File: config.mk
export PLATFORM = sky130hd
export DESIGN_NAME = gdm_fifo
export DESIGN_NICKNAME = d
export VERILOG_FILES = /design/src/rtl/gdm_pkg.sv /design/src/rtl/gdm_fifo.sv
export SDC_FILE = /design/constraint.sdc
export NUM_CORES = 1
export LEC_CHECK = 0
export ABC_AREA = 1
export BUFFER_PORTS_ARGS = -buffer_cell sky130_fd_sc_hd__buf_2
export CORE_MARGIN = 2
export CORE_UTILIZATION = 55
export DETAILED_ROUTE_END_ITERATION = 8
export PLACE_DENSITY_LB_ADDON = 0.25
export SLEW_MARGIN = 0
export SYNTH_ARGS = -nofsm -noshare
export SYNTH_HDL_FRONTEND = slang
export SYNTH_SLANG_ARGS = --single-unit
File: constraint.sdc
create_clock -name clk -period 6.4 [get_ports clk]
set_input_delay 1.92 -clock clk [delete_from_list [all_inputs] [get_ports clk]]
set_output_delay 1.92 -clock clk [all_outputs]
set_load 0.03 [all_outputs]
File: src/rtl/gdm_pkg.sv
// ----------------------------------------------------------------------------
// Disc-mean downsampler package
// Shared constants and the item type for the disc-mean grid downsampler.
// ----------------------------------------------------------------------------
package gdm_pkg;

	localparam int MAX_COLS_DEF       = 256;
	localparam int MAX_ROWS_DEF       = 256;
	localparam int MAX_HALF_WIDTH_DEF = 7;

	localparam logic [1:0] REG_GRID_WIDTH  = 2'd0;
	localparam logic [1:0] REG_GRID_HEIGHT = 2'd1;
	localparam logic [1:0] REG_FACTOR      = 2'd2;
	localparam logic [1:0] REG_MISSING     = 2'd3;

	localparam logic OP_LOAD  = 1'b0;
	localparam logic OP_QUERY = 1'b1;

	// One item as it travels from the front part to the back part.
	typedef struct packed {
		logic        op;
		logic [7:0]  col;
		logic [7:0]  row;
		logic [15:0] sample;
	} item_t;

endpackage

File: src/rtl/gdm_fifo.sv
// ----------------------------------------------------------------------------
// Item queue
// Two-entry queue that parts the front part from the back part.
// ----------------------------------------------------------------------------
module gdm_fifo (
	input  logic            clk,
	input  logic            arst_n,
	input  logic            in_valid,
	output logic            in_ready,
	input  gdm_pkg::item_t  in_item,
	output logic            out_valid,
	input  logic            out_ready,
	output gdm_pkg::item_t  out_item
);

	gdm_pkg::item_t slot_q [2];
	logic           wptr_q;
	logic           rptr_q;
	logic [1:0]     count_q;
	logic           push;
	logic           pop;

	assign in_ready  = (count_q != 2'd2);
	assign out_valid = (count_q != 2'd0);
	assign out_item  = slot_q[rptr_q];
	assign push      = in_valid && in_ready;
	assign pop       = out_valid && out_ready;

	always_ff @(posedge clk or negedge arst_n) begin
		if (!arst_n) begin
			wptr_q  <= 1'b0;
			rptr_q  <= 1'b0;
			count_q <= 2'd0;
		end else begin
			if (push) begin
				wptr_q <= ~wptr_q;
			end
			if (pop) begin
				rptr_q <= ~rptr_q;
			end
			count_q <= count_q + {1'b0, push} - {1'b0, pop};
		end
	end

	always_ff @(posedge clk) begin
		if (push) begin
			slot_q[wptr_q] <= in_item;
		end
	end

`ifndef SYNTHESIS
	a_no_overflow: assert property (@(posedge clk) disable iff (!arst_n)
		count_q == 2'd2 |-> !in_ready) else $error("queue overflow");
	a_count_range: assert property (@(posedge clk) disable iff (!arst_n)
		count_q != 2'd3) else $error("queue count out of range");
	a_pop_only_full: assert property (@(posedge clk) disable iff (!arst_n)
		pop && !push |=> count_q == $past(count_q) - 2'd1)
		else $error("queue count lost on pop");
`endif

endmodule

==> results of run 1 <==
## logic make-up after synthesis
logic type,Yosys count
buf+inv,16
fa+ha+maj,2
simple gates,116
flops,70
## final timing paths
kind,end,depth (start not counted),start
worst max-delay path,out_item[24],5,rptr_q
worst min-delay path,wptr_q,2,wptr_q
worst max register to register,slot_q[0][18],4,wptr_q
worst min register to register,wptr_q,2,wptr_q
max in group asynchronous,count_q[1],1,arst_n
min in group asynchronous,wptr_q,1,arst_n
## through the flow
stage               hold slack, ns  instances  total power [W]    util
floorplan                   0.4419        204         0.001178       -
global placement            0.4679        337         0.001320  0.6509
detailed placement          0.4646        337         0.001333  0.6509
CTS                         0.4858        353         0.001689  0.6940
global route                0.5445        353         0.001769  0.6940
finish                      0.4813        353         0.001673  0.6940
## worst reg2reg max path, cell delays in order (launching register included)
cell and delay (ns):
dfrtp_1 0.38, inv_1 0.12, nand3_1 0.12, inv_1 0.48, buf_4 0.37
## per-layer routing
| metal | GRT usage | wire [um] | vias up |
|---|---|---|---|
| met5 | 0 | 0 | - |
| met4 | 0.1010 | 64 | 0 |
| met3 | 0.04664 | 266 | 7 |
| met2 | 0.2808 | 2167 | 60 |
| met1 | 0.1858 | 1771 | 741 |
| li1 | - | - | 832 |
## placed cells by master (no fill, tap or decap), drive strengths merged
master    n
ha        2
nand2   112
inv       9
nand3     3
buf      73
edfxtp   66
dfrtp     4
clkbuf   10
nor2      1
clkinv    4
bufinv    2
## report_power, final
part	switching, W	internal (W)
clock network	0.000145	0.000215
logic	0.000495	0.000163
registers	0.0000271	0.000627
## sequential cells by signal, indices dropped and copies added, names as in the netlist
name     cells
rptr_q       1
count_q      2
wptr_q       1
slot_q      66
## cell type report
type,instances,area [um2]
clock inverters,6,76.32
repair buffers,73,370.4
clock buffers,10,127.6
well taps,67,83.83
multi-input cells,118,496.7
flip-flops and latches,70,2082
inverters,9,41.29
fillers,344,1445
==> metrics, run 1 <==
outcome=finished, final reports clean; core area=0.004723 mm2; Tcrit/Tclk final=0.5426; Pwr Density=510.2 mW/mm2; Die H=73.91 um; Post-Route WL=4.269 mm; slowest CP cell=dfrtp_1; Post-CTS Resized=0; CP Cell Sequence=buf_4, inv_8, nand2_1, nand2_1, buf_2; mean routed wirelength per cell=12.09 um; relative slew slack=0.3617; Final min period=3.473 ns; Final ANT Viol Nets=0; post-synthesis compound-gate area fraction=0; IO Count=72; Yosys reg bits=70; Leak=1.461 nW; XOR/XNOR Fraction of Synth Area=0; top_reg_cell synth=edfxtp_1; n_diodes=0; Post-Synthesis Net Count=243; TritonCTS clock tree=yes; fraction of registers with async set/reset=0.05714; remaining global-route overflow=0; final hold viol count=0; final worst setup slack=2.927 ns; largest net degree at the start of global routing=36; number of distinct library cells after synthesis=12; synth cell count leaders=nand2_1, edfxtp_1, nand2_2, inv_1; cts bufs inserted=9; Clock H-tree levels=3; Area Growth Syn to Fin=21.97%; Setup Skew=0.005660 ns; postcts setup bufs=0; Syn Area/Cell=13.17 um2; vias in the first global route=1553; Critical Path RT=4.48 ns; Post-DP Area=0.003074 mm2; CTS Root Cell=clkbuf_8; CTS Sinks=70; Post-Synth Simple-Gate Area=0.1727; Ys Warns=0; WP data arrival=1.55 ns; r2r setup slk=4.61 ns; share of post-route cells with drive strength above 1=0.3392; post-place setup slack=3.059 ns; TritonRoute pass-1 iters=4; fin. max-slew vios=0; synthesized-area fraction occupied by adder cells=0.009311; cell row count=25; setup TNS=0 ns; CP bufs+invs=3; Post-CTS Hold Buffers=0; initial antenna violation count=0; RD Place Congestion=0.7629; total die area=0.005462 mm2; via count=1640; Synth Cell Area=0.002688 mm2; sequential element share of the synthesized area=0.7747; Startpoint Class=flip-flop; Die X=73.91 um; cell taking the most area after synthesis=edfxtp_1; post-DP HPWL=2.762 mm; mux cell area share after synthesis=0; worst slew pin tran=0.9552 ns; clock tree buffer depth=2; first-pass GRT wire length=6.479 mm; Setup Viol. Count Final=0; Yosys top cell area share=0.7374; largest family of logic cells by synthesized area=simple AND/OR/NAND/NOR gates; vias per cell=4.646; Syn Inst Count=204; initial core utilization=0.5690; most frequent cell after synthesis=nand2_1; Critical Path Fanout Max=35; Total GRT Usage=0.1658; Clock Pin Slew Worst Setup and Hold Paths=0.07 ns; Peak Freq=288.0 MHz; Tightest Hold Check Type=flip-flop to flip-flop; net count reported at finish=320; most area-consuming cells after synthesis=edfxtp_1, nand2_1, dfrtp_1; Worst-Skew Late Latency=0.32 ns; CP max stage delay=0.36 ns; Max Cap Violations=0; RSZ-0062 raised after global routing=no; cell repeated most along the worst path=nand2_1; CP endpoint kind=output port; critical path class=flip-flop to output port; peak supply drop=270.3 uV; # port buffers=71; Iter 0 DRT Violations=127; final instance area=0.003278 mm2; CP top delay family=buffers and inverters; Post-route DRC=0; Post-synth EDFFs=66
(Power assumes the default switching activity.)
==> run 2, diff against run 1 <==
--- a/config.mk
+++ b/config.mk
@@ -8,7 +8,7 @@
 export ABC_AREA = 1
 export BUFFER_PORTS_ARGS = -buffer_cell sky130_fd_sc_hd__buf_2
 export CORE_MARGIN = 2
-export CORE_UTILIZATION = 55
+export CORE_UTILIZATION = 51
 export DETAILED_ROUTE_END_ITERATION = 8
 export PLACE_DENSITY_LB_ADDON = 0.25
 export SLEW_MARGIN = 0
==> constraint.sdc (replaced) <==
create_clock -name clk -period 3.5 [get_ports clk]
set_input_delay 1.05 -clock clk [delete_from_list [all_inputs] [get_ports clk]]
set_output_delay 1.05 -clock clk [all_outputs]
set_load 0.03 [all_outputs]
==> run 2 against run 1 <==
Net effect: clock skew increased by 0.0010 ns; global-route usage about the same; hold slack improved by 0.024 ns; non-clock buffer count increased by 1; sequential cell count unchanged; setup slack got worse by 2.4 ns; final cell count increased by 1.1%; count of clock-buffer cells in the layout unchanged; wire length increased by 3.6%; via count increased by 0.37%; largest power group is now sequential cells.
==> metrics, run 2 (synthesis results as in run 1) <==
CTS Root Cell=clkbuf_8; Post-Route WL=4.424 mm; Cells after DPL=341; relative slew slack=0.4975; outcome=finished, final reports clean; Pwr Density=920.0 mW/mm2; TritonRoute pass-1 iters=4; Post-CTS Hold Buffers=0; max reg flops=66; Tcrit/Tclk final=0.8455; largest reg by FF count=slot_q; TritonCTS clock tree=yes; Reg2Reg Capture Point=slot_q[1][6]; cts bufs inserted=9; r2r setup slk=2.00 ns; Clock H-tree levels=3; RSZ-0062 raised after global routing=no; RD Place Congestion=0.7900; largest net degree at the start of global routing=35; net count reported at finish=321; critical path class=flip-flop to output port; share of post-route cells with drive strength above 1=0.3449; biggest regs=slot_q (66), count_q (2); Area Growth Syn to Fin=21.51%; Peak Freq=337.9 MHz; vias per cell=4.611; Setup Viol. Count Final=0; Die H=76.60 um; FF-to-FF path depth=4; mean routed wirelength per cell=12.39 um; Final ANT Viol Nets=0; Post-CTS Resized=0; worst slew pin tran=0.7538 ns; reg2reg start=count_q[1]; initial antenna violation count=1; CTS Sinks=70; peak supply drop=449.1 uV; via count=1646; Clock Pin Slew Worst Setup and Hold Paths=0.07 ns; total die area=0.005867 mm2; Final min period=2.959 ns; WP data arrival=1.91 ns; cell row count=26; Iter 0 DRT Violations=105; Post-route DRC=0; Leak=1.458 nW; final hold viol count=0; post-DP HPWL=2.718 mm; IO Count=72; CP endpoint kind=output port; Layout Cells excl Fill=357; Die X=76.60 um; Startpoint Class=flip-flop; remaining global-route overflow=0; Worst-Skew Late Latency=0.33 ns; most frequent cells in the layout=nand2_1, buf_2, edfxtp_1, nand2_2, clkbuf_8; fin. max-slew vios=0; # port buffers=71; Critical Path Fanout Max=19; first-pass GRT wire length=7.107 mm; setup TNS=0 ns; n_diodes=0; most common cell after layout, fill and taps aside=nand2_1; Pwr Total=0.003004 W; postcts setup bufs=0; clock tree buffer depth=2; Tightest Hold Check Type=input port to async pin; Setup Skew=0.006661 ns; vias in the first global route=1604; initial core utilization=0.5262; core area=0.005107 mm2; Max Cap Violations=0; Total GRT Usage=0.1654; Critical Path RT=2.45 ns
[run 2: changes by cell type in the layout (fill, tap and decap cells not counted), sizes merged]
cell    delta
buf        +1
bufinv     -1
clkinv     +1
[run 2: routing by layer]
layer,global-route usage,vias up,routed length [um]
met5,0,-,15
met1,0.1856,750,1790
met3,0.06517,10,282
met4,0.09273,2,73
met2,0.2699,53,2262
li1,-,831,-
[run 2: worst max-delay path by stage]
stage / cells past startpoint / to / slack (ns) / start
3_5_place_dp: 4 / out_item[23] / 0.90 / rptr_q
4_1_cts: 4 / out_item[23] / 0.48 / rptr_q
3_3_place_gp: 4 / out_item[24] / 0.96 / rptr_q
5_1_grt: 4 / out_item[23] / 0.38 / rptr_q
6_report: 4 / out_item[23] / 0.54 / rptr_q
2_1_floorplan: 2 / slot_q[1][0] / 0.53 / in_valid
[run 2: per-stage QoR]
step                      worst slack, ns  hold slack, ns  utilization  area (um2)
final                              0.5407          0.5053       0.6394        3266
after global placement             0.9558          0.4574       0.6041        3085
after global routing               0.3771          0.4871       0.6394        3266
after detailed placement           0.9003          0.4913       0.6041        3085
after CTS                          0.4767          0.4944       0.6394        3266
after floorplan                    0.5316          0.4419            -        2688
[run 2: report_power, final]
part           switching [W]  total, W  internal, W
logic               0.000873   0.00118     0.000303
clock network       0.000273  0.000594     0.000320
registers          0.0000892   0.00123      0.00115
total                0.00124   0.00300      0.00177
[run 2: layout make-up]
class	count	area, um2
sequential	70	2082
fill	403	1842
multi-input combinational	118	496.7
timing repair buffer	74	377.9
clock buffer	10	127.6
tap	70	87.58
clock inverter	6	52.55
inverter	9	41.29
[run 2: critical path, stage by stage, from the launching register on]
cell and delay [ns]:
dfrtp_1 0.83, buf_4 0.35, nand2_1 0.10, nand2_1 0.09, buf_2 0.19
==> run 3, diff against run 2 <==
--- a/config.mk
+++ b/config.mk
@@ -8,7 +8,7 @@
 export ABC_AREA = 1
 export BUFFER_PORTS_ARGS = -buffer_cell sky130_fd_sc_hd__buf_2
 export CORE_MARGIN = 2
-export CORE_UTILIZATION = 51
+export CORE_UTILIZATION = 46
 export DETAILED_ROUTE_END_ITERATION = 8
 export PLACE_DENSITY_LB_ADDON = 0.25
 export SLEW_MARGIN = 0
==> constraint.sdc (replaced) <==
create_clock -name clk -period 2.4 [get_ports clk]
set_input_delay 0.72 -clock clk [delete_from_list [all_inputs] [get_ports clk]]
set_output_delay 0.72 -clock clk [all_outputs]
set_load 0.03 [all_outputs]
==> run 3 against run 2 <==
Net effect: register-to-register slack got worse by 1.1 ns; utilization decreased by 5.3 points; total power increased by 43%; clock skew decreased by 0.00090 ns; combinational power increased by 53%; critical endpoint is now out_item[17]; via count decreased by 0.73%; wire length decreased by 1.7%; final cell count increased by 1.1%; first-iteration DRC count increased by 0.95%.
==> metrics, run 3 (synthesis results as in run 1) <==
Post-route DRC=0; r2r setup slk=0.93 ns; via count=1634; final core occ=0.5865; reg2reg start=count_q[1]; first-pass GRT wire length=7.051 mm; Critical Path RT=1.68 ns; remaining global-route overflow=0; outcome=finished, final reports clean; CP bufs+invs=2; cell repeated most along the worst path=nand2_1; CTS Root Cell=clkbuf_8; clock tree buffer depth=2; Leak=1.455 nW; cell row count=27; CTS Sinks=70; initial core utilization=0.4822; Die X=80.44 um; initial antenna violation count=0; Max Cap Violations=0; most common cell after layout, fill and taps aside=nand2_1; worst slew pin tran=0.4343 ns; Setup Viol. Count Final=0; Post-CTS Resized=0; Layout Cells excl Fill=361; TritonCTS clock tree=yes; Peak Freq=467.3 MHz; fin. max-slew vios=0; Setup Skew=0.005757 ns; share of post-route cells with drive strength above 1=0.3391; critical path class=flip-flop to output port; CP max stage delay=0.50 ns; final hold viol count=0; Total GRT Usage=0.1511; Clock H-tree levels=3; Die H=80.44 um; most frequent cells in the layout=nand2_1, buf_2, edfxtp_1, nand2_2, clkbuf_8; Clock Pin Slew Worst Setup and Hold Paths=0.06 ns; mean routed wirelength per cell=12.05 um; WP data arrival=1.42 ns; largest reg by FF count=slot_q; cts bufs inserted=9; largest net degree at the start of global routing=35; Startpoint Class=flip-flop; Worst-Skew Late Latency=0.33 ns; setup TNS=0 ns; Final ANT Viol Nets=0; Final min period=2.140 ns; net count reported at finish=324; Post-Route WL=4.350 mm; max reg flops=66; relative slew slack=0.7105; RD Place Congestion=0.6926; Area Growth Syn to Fin=21.65%; Cells after DPL=346; FF-to-FF path depth=4; Tcrit/Tclk final=0.8917; Post-CTS Hold Buffers=0; CP Cell Sequence=buf_4, nand2_1, nand2_1, buf_2; TritonRoute pass-1 iters=4; slowest CP cell=dfrtp_1; vias in the first global route=1557; IO Count=72; postcts setup bufs=0; Critical Path Fanout Max=11; Fin Hold WS=0.1820 ns; RSZ-0062 raised after global routing=no; n_diodes=0; core area=0.005574 mm2; post-DP HPWL=2.884 mm; Reg2Reg Capture Point=slot_q[1][27]; biggest regs=slot_q (66), count_q (2); # port buffers=71; peak supply drop=678.4 uV; Iter 0 DRT Violations=106; vias per cell=4.526; Pwr Density=1311 mW/mm2; Tightest Hold Check Type=input port to async pin; CP endpoint kind=output port; total die area=0.006470 mm2; CP top delay family=flip-flops
-- run 3: cell types whose count changed in the layout (fill, tap and decap cells not counted) --
| cell | before | now |
|---|---|---|
| clkinv_1 | 2 | 4 |
| clkinv_2 | 3 | 0 |
| buf_12 | 0 | 1 |
| buf_4 | 3 | 5 |
| clkbuf_1 | 1 | 2 |
| bufinv_16 | 1 | 0 |
-- run 3: area by class of cell --
type	instances	area [um2]
repair buffers	77	412.9
clock buffers	11	131.4
multi-input cells	118	496.7
inverters	9	41.29
clock inverters	4	15.01
flip-flops and latches	70	2082
well taps	72	90.09
fillers	481	2305
-- run 3: worst max-delay path by stage --
stage / depth (start not counted) / start / to
6_report: 4 / rptr_q / out_item[17]
5_1_grt: 4 / rptr_q / out_item[9]
4_1_cts: 4 / rptr_q / out_item[17]
3_5_place_dp: 4 / rptr_q / out_item[17]
3_3_place_gp: 4 / in_valid / slot_q[0][10]
2_1_floorplan: 2 / in_valid / slot_q[1][0]
-- run 3: power by group --
| group | total [W] | internal [W] | switching [W] |
|---|---|---|---|
| Clock | 0.000724 | 0.000356 | 0.000368 |
| Sequential | 0.00176 | 0.00167 | 0.0000870 |
| Combinational | 0.00181 | 0.000484 | 0.00132 |
-- run 3: metal layers --
metal | wire length [um] | GRT usage | share of wire | vias up
met4 | 65 | 0.07119 | 0.015 | 0
met3 | 344 | 0.04944 | 0.079 | 7
met5 | 0 | 0 | 0 | -
met2 | 2099 | 0.2383 | 0.48 | 58
met1 | 1839 | 0.1891 | 0.42 | 732
li1 | - | - | - | 837
-- run 3: metrics by stage --
step                      power, W  cell area [um2]  worst slack, ns
after CTS                 0.004352             3269           0.2318
after floorplan           0.003140             2690           0.3034
after global placement    0.003591             3123           0.6227
final                     0.004287             3269           0.2599
after detailed placement  0.003620             3123           0.6102
after global routing      0.004579             3269           0.1494
